File: src/rtl/ccka_pkg.sv
// Shared types and constants for the clipped color-key alpha blit.
package ccka_pkg;

  localparam int unsigned ColW     = 11;
  localparam int unsigned CoordW   = 12;
  localparam int unsigned DestW    = 13;
  localparam int unsigned ChanW    = 8;
  localparam int unsigned PixW     = 3 * ChanW;
  localparam int unsigned KeyW     = 9;
  localparam int unsigned CfgIdxW  = 3;
  localparam int unsigned CfgDataW = 12;
  localparam int unsigned InDataW  = 72;
  localparam int unsigned OutDataW = 56;
  localparam int unsigned DiffW    = ChanW + 1;
  localparam int unsigned ProdW    = 2 * ChanW + 2;

  typedef enum logic [CfgIdxW-1:0] {
    REG_KEY_VALUE    = 3'd0,
    REG_TRANSPARENCY = 3'd1,
    REG_DEST_X       = 3'd2,
    REG_DEST_Y       = 3'd3,
    REG_CLIP_LEFT    = 3'd4,
    REG_CLIP_TOP     = 3'd5,
    REG_CLIP_RIGHT   = 3'd6,
    REG_CLIP_BOTTOM  = 3'd7
  } cfg_reg_e;

  typedef logic signed [DiffW-1:0] diff_t;
  typedef logic signed [ProdW-1:0] prod_t;

  typedef struct packed {
    logic signed [DestW-1:0] col;
    logic signed [DestW-1:0] row;
    logic                    key_miss;
    logic [PixW-1:0]         src_rgb;
    logic [PixW-1:0]         old_rgb;
    diff_t [2:0]             diff;
  } stg1_t;

  typedef struct packed {
    logic signed [DestW-1:0] col;
    logic signed [DestW-1:0] row;
    logic                    we;
    logic [PixW-1:0]         src_rgb;
    logic [PixW-1:0]         old_rgb;
    prod_t [2:0]             prod;
  } stg2_t;

endpackage

File: src/rtl/clipped_color_key_alpha_blit.sv
// Clipped color-key blit with alpha blend: three-stage streaming pixel pipeline.
//
// One source pixel word enters per cycle and passes through the three
// register stages in order (offset add and channel differences, clip
// compare and the 9x8 blend multiplies, blend floor-shift and output
// select). Each stage holds its word while the next one is full and
// stalled, so throughput stays at one word per cycle while the output
// side keeps up. A word is written at (dest_x + src_col,
// dest_y + src_row) when that point lies inside the inclusive clip rectangle
// and its red byte differs from the key; dest_new otherwise carries dest_old.
// Configuration writes take effect at once and belong in idle periods.
module clipped_color_key_alpha_blit (
  input  logic                              clk_i,
  input  logic                              rst_ni,
  input  logic                              cfg_we_i,
  input  logic [ccka_pkg::CfgIdxW-1:0]      cfg_idx_i,
  input  logic [ccka_pkg::CfgDataW-1:0]     cfg_data_i,
  input  logic                              s_axis_tvalid,
  output logic                              s_axis_tready,
  // src_col, src_row, src_red, src_green, src_blue, dest_old, zero pad
  input  logic [ccka_pkg::InDataW-1:0]      s_axis_tdata,
  output logic                              m_axis_tvalid,
  input  logic                              m_axis_tready,
  // dest_col, dest_row, dest_new, zero pad
  output logic [ccka_pkg::OutDataW-1:0]     m_axis_tdata,
  // write_enable
  output logic                              m_axis_tuser
);
  import ccka_pkg::*;

  logic [KeyW-1:0]          key_q;
  logic [ChanW-1:0]         transp_q;
  logic signed [CoordW-1:0] dest_x_q, dest_y_q;
  logic signed [CoordW-1:0] clip_l_q, clip_t_q, clip_r_q, clip_b_q;

  always_ff @(posedge clk_i or negedge rst_ni) begin
    if (!rst_ni) begin
      key_q    <= KeyW'(256);
      transp_q <= '0;
      dest_x_q <= '0;
      dest_y_q <= '0;
      clip_l_q <= '0;
      clip_t_q <= '0;
      clip_r_q <= CoordW'(2047);
      clip_b_q <= CoordW'(2047);
    end else if (cfg_we_i) begin
      case (cfg_idx_i)
        REG_KEY_VALUE:    key_q    <= cfg_data_i[KeyW-1:0];
        REG_TRANSPARENCY: transp_q <= cfg_data_i[ChanW-1:0];
        REG_DEST_X:       dest_x_q <= cfg_data_i;
        REG_DEST_Y:       dest_y_q <= cfg_data_i;
        REG_CLIP_LEFT:    clip_l_q <= cfg_data_i;
        REG_CLIP_TOP:     clip_t_q <= cfg_data_i;
        REG_CLIP_RIGHT:   clip_r_q <= cfg_data_i;
        REG_CLIP_BOTTOM:  clip_b_q <= cfg_data_i;
        default: ;
      endcase
    end
  end

  // Stage handshake
  logic v1_q, v2_q, v3_q;
  logic adv1, adv2, adv3;

  assign adv3          = !v3_q || m_axis_tready;
  assign adv2          = !v2_q || adv3;
  assign adv1          = !v1_q || adv2;
  assign s_axis_tready = adv1;

  always_ff @(posedge clk_i or negedge rst_ni) begin
    if (!rst_ni) begin
      v1_q <= 1'b0;
      v2_q <= 1'b0;
      v3_q <= 1'b0;
    end else begin
      if (adv1) v1_q <= s_axis_tvalid;
      if (adv2) v2_q <= v1_q;
      if (adv3) v3_q <= v2_q;
    end
  end

  // Stage 1: offset add, key compare, channel differences
  logic [ColW-1:0]  in_col, in_row;
  logic [ChanW-1:0] in_r;
  logic [PixW-1:0]  in_src, in_old;
  stg1_t            s1_d, s1_q;

  assign in_col = s_axis_tdata[10:0];
  assign in_row = s_axis_tdata[21:11];
  assign in_r   = s_axis_tdata[29:22];
  assign in_src = {s_axis_tdata[29:22], s_axis_tdata[37:30], s_axis_tdata[45:38]};
  assign in_old = s_axis_tdata[69:46];

  always_comb begin
    s1_d.col      = DestW'(dest_x_q) + $signed({2'b00, in_col});
    s1_d.row      = DestW'(dest_y_q) + $signed({2'b00, in_row});
    s1_d.key_miss = {1'b0, in_r} != key_q;
    s1_d.src_rgb  = in_src;
    s1_d.old_rgb  = in_old;
    for (int i = 0; i < 3; i++) begin
      s1_d.diff[i] = $signed({1'b0, in_src[i*ChanW +: ChanW]})
                   - $signed({1'b0, in_old[i*ChanW +: ChanW]});
    end
  end

  always_ff @(posedge clk_i) begin
    if (adv1) s1_q <= s1_d;
  end

  // Stage 2: clip test, blend products
  stg2_t             s2_d, s2_q;
  logic signed [DiffW-1:0] wgt;
  logic              in_clip;

  assign wgt = $signed({1'b0, 8'd255 - transp_q});

  always_comb begin
    in_clip = (s1_q.col >= DestW'(clip_l_q)) && (s1_q.col <= DestW'(clip_r_q))
           && (s1_q.row >= DestW'(clip_t_q)) && (s1_q.row <= DestW'(clip_b_q));
    s2_d.col     = s1_q.col;
    s2_d.row     = s1_q.row;
    s2_d.we      = in_clip && s1_q.key_miss;
    s2_d.src_rgb = s1_q.src_rgb;
    s2_d.old_rgb = s1_q.old_rgb;
    for (int i = 0; i < 3; i++) begin
      s2_d.prod[i] = ProdW'(s1_q.diff[i]) * ProdW'(wgt);
    end
  end

  always_ff @(posedge clk_i) begin
    if (adv2) s2_q <= s2_d;
  end

  // Stage 3: floor-shift, add back, select output pixel
  logic [PixW-1:0]        blend_rgb, new_rgb;
  logic signed [ProdW-1:0] shifted [3];
  logic [OutDataW-1:0]    out_d, out_q;
  logic                   we_q;

  always_comb begin
    for (int i = 0; i < 3; i++) begin
      shifted[i] = s2_q.prod[i] >>> 8;
      blend_rgb[i*ChanW +: ChanW] = s2_q.old_rgb[i*ChanW +: ChanW] + shifted[i][ChanW-1:0];
    end
    if (!s2_q.we) begin
      new_rgb = s2_q.old_rgb;
    end else if (transp_q == '0) begin
      new_rgb = s2_q.src_rgb;
    end else begin
      new_rgb = blend_rgb;
    end
    out_d = {{(OutDataW-2*DestW-PixW){1'b0}}, new_rgb, s2_q.row, s2_q.col};
  end

  always_ff @(posedge clk_i) begin
    if (adv3) begin
      out_q <= out_d;
      we_q  <= s2_q.we;
    end
  end

  assign m_axis_tvalid = v3_q;
  assign m_axis_tdata  = out_q;
  assign m_axis_tuser  = we_q;

endmodule
File: config.mk
export PLATFORM = sky130hd
export DESIGN_NAME = clipped_color_key_alpha_blit
export DESIGN_NICKNAME = d
export VERILOG_FILES = /design/src/rtl/ccka_pkg.sv /design/src/rtl/clipped_color_key_alpha_blit.sv
export SDC_FILE = /design/constraint.sdc
export NUM_CORES = 1
export LEC_CHECK = 0
export BUFFER_PORTS_ARGS = -buffer_cell sky130_fd_sc_hd__buf_2
export CORE_MARGIN = 3
export CORE_UTILIZATION = 45
export DETAILED_ROUTE_END_ITERATION = 8
export SYNTH_ARGS = -nofsm -noshare
export SYNTH_HDL_FRONTEND = slang
export SYNTH_SLANG_ARGS = --single-unit
File: constraint.sdc
create_clock -name clk_i -period 7.15 [get_ports clk_i]
set_input_delay 1.43 -clock clk_i [delete_from_list [all_inputs] [get_ports clk_i]]
set_output_delay 1.43 -clock clk_i [all_outputs]
set_load 0.1 [all_outputs]
## Yosys cells after proc, flatten, opt, wreduce, memory -nomap -nowiden

Index checks and enable logic that the tools add are counted.

- Flip-flop bits (word level): 368
- Input port bits: 92

- Add/sub/neg operators: 9
- Multipliers: 3
- Magnitude comparators: 4
- Equality and inequality tests: 8
- Multiplexer cells: 2
- Reductions and logical operators: 20

Operator list:

| kind | number |
|---|---|
| multiplier 9 x 9 -> 16 bit | 3 |
| 2-to-1 mux 24 bit | 2 |
| subtractor 8 x 8 -> 9 bit | 3 |
| adder 12 x 12 -> 13 bit | 2 |
| >= comparator 13 x 12 -> 1 bit | 2 |
| <= comparator 13 x 12 -> 1 bit | 2 |
| adder 8 bit | 3 |
| AND reduction 2 bit | 8 |
| == test 3 bit, second input constant | 4 |
| inequality test 8 x 9 -> 1 bit | 1 |
| logical NOT 8 bit | 1 |
| subtractor 8 bit, first input constant | 1 |
| == test 3 x 2 -> 1 bit, second input constant | 2 |
| logical AND 1 bit | 4 |
| == test 3 x 1 -> 1 bit, second input constant | 1 |
| logical NOT 1 bit | 3 |
| logical NOT 3 bit | 1 |
| logical OR 1 bit | 3 |

## Logic depth before layout (Yosys ltp)

Gate-level depths: netlist of the first run.

- Depth in word-level cells: 5
- Mapped depth: 19
- Gate-level depth less buffers: 17

## Worst setup path before layout of the first run

Ideal clock, no wire load.

- Path kind: in2reg
- From: input m_axis_tready
- To: register s1_q[0] (netlist bit), enable pin
- Arrival: 5.167 ns
- Data required time: 5.379 ns
- Slack: 0.212 ns
- Cell stages on the path: 1
- Path buffers: 0
- Cells stage by stage: nand4b_1

- Longest elaborated chain between the ends: 3

RTL lines:

| element | line | source |
|---|---|---|
| from (decl) | clipped_color_key_alpha_blit.sv:23 | `input logic m_axis_tready,` |
| logical OR 1 bit | clipped_color_key_alpha_blit.sv:65 | `assign adv3 = !v3_q \|\| m_axis_tready;` |
| logical OR 1 bit | clipped_color_key_alpha_blit.sv:66 | `assign adv2 = !v2_q \|\| adv3;` |
| logical OR 1 bit | clipped_color_key_alpha_blit.sv:67 | `assign adv1 = !v1_q \|\| adv2;` |
| to (signal assigned) | clipped_color_key_alpha_blit.sv:107 | `if (adv1) s1_q <= s1_d;` |
| to (decl) | clipped_color_key_alpha_blit.sv:86 | `stg1_t s1_d, s1_q;` |

No other way between the ends.
A chain may end at the register's enable or synchronous reset.

==> results of run 1 <==
metal layers:
| layer | up-vias | GRT usage (%) | routed length [um] |
|---|---|---|---|
| met5 | - | 0 | 57 |
| met4 | 8 | 5.906 | 1300 |
| met3 | 77 | 3.238 | 2023 |
| met2 | 234 | 33.44 | 24750 |
| met1 | 7068 | 24.30 | 21540 |
| li1 | 6867 | - | - |
registers in the layout, summed over array words and instances, names as in the netlist:
name and count:
out_d 26, m_axis_tvalid 1, clip_b_q 12, dest_y_q 12, clip_l_q 12, clip_t_q 12, m_axis_tdata 50, v2_q 1
key_q 9, s2_q 73, transp_q 8, v1_q 1, clip_r_q 12, dest_x_q 12, m_axis_tuser 1, s1_q 102
worst max path at each step:
stage                        startpoint        to  slack (ns)
after floorplan           m_axis_tready   s1_q[0]        0.21
after global placement         s1_q[23]  s2_q[51]        1.93
after detailed placement       s1_q[26]  s2_q[51]        1.87
after CTS                      s1_q[26]  s2_q[51]        1.85
after global routing           s1_q[23]  s2_q[51]        1.63
final                          s1_q[23]  s2_q[51]        1.84
Yosys cell counts, types with 6 or more instances:
| master | count | share of area [%] |
|---|---|---|
| nand2_1 | 49 | 0.80 |
| o21a_1 | 7 | 0.23 |
| fa_1 | 170 | 15 |
| nor2b_1 | 136 | 3.7 |
| clkbuf_1 | 38 | 0.62 |
| inv_1 | 340 | 5.6 |
| edfxtp_1 | 252 | 33 |
| xnor2_1 | 63 | 2.4 |
| buf_4 | 6 | 0.20 |
| a211oi_1 | 10 | 0.33 |
| a21oi_1 | 80 | 1.7 |
| dfrtp_1 | 69 | 7.5 |
| nand4_1 | 12 | 0.33 |
| xor2_1 | 23 | 0.88 |
| nand2b_1 | 110 | 3.0 |
| nand3_1 | 17 | 0.37 |
| nor2_1 | 83 | 1.4 |
| a31oi_1 | 7 | 0.19 |
| ha_1 | 200 | 11 |
| o21ai_0 | 68 | 1.5 |
| mux2_2 | 77 | 3.8 |
| a21o_1 | 21 | 0.69 |
| nor3_1 | 25 | 0.55 |
| dfstp_2 | 23 | 2.6 |
area by class of cell:
type	count	area, sq um
Tap cell	672	840.8
Clock buffer	46	1021
Sequential cell	344	9898
Antenna cell	5	12.51
Inverter	340	1276
Clock inverter	21	155.1
Multi-Input combinational cell	1240	11600
Timing Repair Buffer	162	863.3
Fill cell	4462	24610
cell usage in the layout (no fill, tap or decap), types with 12 or more instances in the layout:
cell,n
dfstp_2,23
dfrtp_1,69
nor2b_1,136
inv_1,340
nand2_1,49
xnor2_1,63
nand2b_1,109
clkbuf_16,38
nand3_1,17
nor3_1,23
nand4_1,12
nor2_1,83
a21oi_1,80
buf_4,21
fa_1,170
buf_2,141
mux2_2,77
ha_1,200
xor2_1,23
a21o_1,21
o21ai_0,68
edfxtp_1,252
cells by family (layout without fill, tap and decap cells):
| logic type | Yosys count | count (layout) | share of synthesized area, % |
|---|---|---|---|
| other | 1 | 11 | 0.01634 |
| AO/OA/AOI/OAI | 232 | 232 | 6.179 |
| adder cells (fa/ha/maj) | 370 | 370 | 25.74 |
| AND/OR/NAND/NOR | 465 | 465 | 11.23 |
| XOR/XNOR | 86 | 86 | 3.283 |
| buffers and inverters | 389 | 569 | 6.462 |
| multiplexers | 81 | 81 | 3.954 |
| flip-flops | 344 | 344 | 43.14 |
through the flow:
stage	utilization [%]	worst slack [ns]	hold WS, ns
2_1_floorplan	-	0.2117	0.4003
3_3_place_gp	48.67	1.926	0.4003
3_5_place_dp	48.67	1.874	0.4045
4_1_cts	51.01	1.851	0.4137
5_1_grt	51.02	1.630	0.4163
6_report	51.05	1.844	0.4118
==> results.cfg, run 1 <==
[floorplan]
start_util_pct = 45.64
die_x_um = 231.8
die_height_um = 231.8
dieArea_sq_um = 53730
placementRows = 82
io_pins = 151
coreArea_sq_um = 50270

[timing]
fin_crit_ns = 5.306
fin_crit_sh_pct = 74.20
maxSlewViolCount = 0
fin_skew_ns = 0.01921
max_freq_ghz = 0.1885
final.setup.tns_ns = 0
rsz0062_at_grt = false
final-hold-violation-count = 0
worst_slew_pin_slew_ns = 0.8813
relSlewSlack_pct = 41.25
setup_viol = 0

[outcome]
status = completed

[setup_path]
worst-path-buf-inv = 3
required_ns = 7.44
cpPeakStageDelay_ns = 0.60
r2r_start = s1_q[23]
r2r_end = s2_q[51]
cp-end-kind = flip-flop
critical_path.cell_chain = nand2b_1, fa_1, fa_1, inv_1, fa_1, inv_1, fa_1, inv_1, ha_1, or4_1, a41o_1, and2_4, a41o_1, or4_4, a31oi_4, xnor2_1
crit_fanout = 8
reg2reg_depth = 16
path_depth = 16
r2r_slack_ns = 1.84
critPathArrivalTime_ns = 5.60
crit_family = adder cells
worstSetupPathType = flip-flop to flip-flop
cp-start-kind = flip-flop
cp_slowest_cell = edfxtp_1
crit_path_frequent_cell = fa_1

[grt]
grt_first_pass_wirelength_mm = 80.19
grt_max_degree = 67
antenna_found_initial = 8
grt_pass1_vias = 15310
grt-ovfl-total = 0
track_usage_pct = 19.12

[final_layout]
stdcell_area_sq_um = 25660
final_cells = 2830
nNetsFinal = 2588
syn_to_final_growth_pct = 11.85
drive_gt1_share_pct = 15.23

[clocking]
worstSkewPairLatency_ns = 0.55
postCtsResizedCells = 0
cts_hold_buf = 0
root_buffer = clkbuf_16
cts_tree = built
htreeDepth = 2
path_clk_slew_ns = 0.06
clock_path_buffers = 3
numCtsBuffers = 38
cts_setup_buffers = 0
cts.sinks = 344

[routing]
vias = 14250
drtPass1Iterations = 5
wl_per_cell_um = 17.55
via_per_inst = 5.037
drc = 0
routed_wl_mm = 49.68
postRouteAntennaNets = 0
dr.first_iter.drc_count = 506

[placed_design]
portBuffers = 142
routabilityCongestion = 0.8301
dpl.hpwl_mm = 36.95
placed_area_sq_um = 24470
dp.cells = 2758

[hold_path]
hold_start = s1_q[38]
min_to = s2_q[65]
hold_class = flip-flop to flip-flop
hold_depth = 0

[logic_synthesis]
synthFlopType = edfxtp_1
synthesis.area_sq_um = 22940
synthDistinctLibCells = 57
syn-instance-count = 1968
synth_seq_cells = 344
ys_warn_count = 0
async_flop_share_pct = 26.74
avgSynthCellArea_sq_um = 11.66
synth_edf_count = 252
ys_seq_area_share_pct = 43.14

[job]
cap_violations = 0
Power of run 1 is left out: the tool's default activity adds up to more than one toggle a clock period on the data nets, which glitch-free logic cannot reach.
==> run 2: changes to the inputs <==
==> constraint.sdc (replaced) <==
create_clock -name clk_i -period 5.1 [get_ports clk_i]
set_input_delay 1.02 -clock clk_i [delete_from_list [all_inputs] [get_ports clk_i]]
set_output_delay 1.02 -clock clk_i [all_outputs]
set_load 0.1 [all_outputs]
==> run 2 against run 1 <==
  * Critical path depth stayed put
  * First-iteration DRC count up 26%
  * Via count is 0.53% higher
  * Die area stayed put
  * Critical endpoint unchanged
  * Utilization is 0.59 points higher
  * Sequential share of layout area shrank 0.42 points
==> results.cfg, run 2 (synthesized netlist as in run 1, its figures left out) <==
[outcome]
status = completed

[setup_path]
critPathArrivalTime_ns = 5.34
cp-start-kind = flip-flop
cp-end-kind = flip-flop
required_ns = 5.38
crit_fanout = 4
worstSetupPathType = flip-flop to flip-flop

[routing]
dr.first_iter.drc_count = 639
drtPass1Iterations = 4
routed_wl_mm = 49.24
via_per_inst = 5.028
wl_per_cell_um = 17.28
wl_met3_mm = 1.870
wl_met1_mm = 21.41
wl_met2_mm = 24.48
vias = 14330
drc = 0
postRouteAntennaNets = 0
routed.top_layer = met5

[placed_design]
dp_slack_ns = 0.04352
placed_area_sq_um = 24620
routabilityCongestion = 0.8281
dpl.hpwl_mm = 37.13
portBuffers = 142

[grt]
antenna_found_initial = 5
track_usage_pct = 18.83
grt_max_degree = 60
grt_first_pass_wirelength_mm = 79.58
grt_pass1_vias = 15240
grt-ovfl-total = 0

[timing]
fin_crit_ns = 5.058
worst_slew_pin_slew_ns = 1.243
max_freq_ghz = 0.1977
fin_skew_ns = 0.02072
final-hold-violation-count = 0
setup_viol = 0
fin_crit_sh_pct = 99.19
relSlewSlack_pct = 16.47
rsz0062_at_grt = true
maxSlewViolCount = 0
worst_slack_ns = 0.04153

[final_layout]
syn_to_final_growth_pct = 13.14
postLayoutCoreUtil_pct = 51.64
drive_gt1_share_pct = 16.56
largest_reg_flops = 102
stdcell_area_sq_um = 25960
nNetsFinal = 2609
final_cell_mix = inv_1 (339), edfxtp_1 (252), ha_1 (198)
largest_register = s1_q
fillerInstances = 4466
mostFrequentLayoutCell = inv_1

[floorplan]
io_pins = 151
dieArea_sq_um = 53730
die_height_um = 231.8
coreArea_sq_um = 50270
die_x_um = 231.8
start_util_pct = 45.64
placementRows = 82

[job]
cap_violations = 0

[clocking]
cts.sinks = 344
path_clk_slew_ns = 0.06
clock_path_buffers = 3
worstSkewPairLatency_ns = 0.55
cts_tree = built
numCtsBuffers = 38
root_buffer = clkbuf_16
htreeDepth = 2
cts_hold_buf = 0

[hold_path]
hold_class = flip-flop to flip-flop
==> run 2: cell count changes in the layout (fill, tap and decap cells not counted), sizes merged <==
cell,change
diode,-1
clkbuf,+1
buf,+21
bufinv,+4
clkinv,-7
inv,-1
clkinvlp,+3
==> run 2: metal layers <==
layer | vias to the layer above | global-route usage (%)
met5 | - | 0
met4 | 4 | 5.809
met3 | 75 | 3.054
met2 | 222 | 33.08
met1 | 7115 | 23.87
li1 | 6914 | -
==> run 2: final cells by class <==
cell class                 count  area, sq um  share of cell area, %
multi-input combinational   1240        11650                  44.86
sequential                   344         9902                  38.15
inverter                     340         1276                  4.916
timing repair buffer         183         1041                  4.010
clock buffer                  47        984.7                  3.793
tap                          672        840.8                  3.239
clock inverter                20        257.7                 0.9929
antenna                        4        10.01                0.03856
==> run 2: what timing repair did <==
action                                  4_1_cts  5_1_grt
endpoints found under the setup margin        0        6
setup buffers                                 0        3
resized for setup                             0       16
==> run 2: stage by stage <==
stage / std cells / hold slack [ns] / setup TNS (ns)
after floorplan: 1973 / 0.4003 / -147.69
after global routing: 2846 / 0.4189 / -0.1009
final: 2850 / 0.4137 / 0
after CTS: 2843 / 0.4102 / 0
after global placement: 2776 / 0.4003 / 0
after detailed placement: 2776 / 0.4045 / 0
==> run 2: path summary, 6_finish.rpt <==
path	from	endpoint	slack (ns)	cells past startpoint
max in group asynchronous	rst_ni	clip_b_q[5]	3.53	2
hold / removal	s1_q[32]	s2_q[59]	0.41	0
setup / recovery	transp_q[0]	s2_q[51]	0.04	16
setup reg to reg	transp_q[0]	s2_q[51]	0.04	16
hold reg to reg	s1_q[32]	s2_q[59]	0.41	0
min in group asynchronous	rst_ni	dest_x_q[8]	0.53	1
==> run 2: worst max-delay path: stages, from the launching register on <==
cell and delay (ns):
dfrtp_2 0.45, nand2b_4 0.16, fa_1 0.53, inv_1 0.05
fa_1 0.52, inv_2 0.05, fa_1 0.53, inv_1 0.05
fa_1 0.45, ha_2 0.20, or4_4 0.50, a41o_1 0.24
and2_4 0.17, a41o_1 0.20, or4_4 0.44, a31oi_4 0.19
xnor2_2 0.07
Power of run 2 is left out for the same reason.
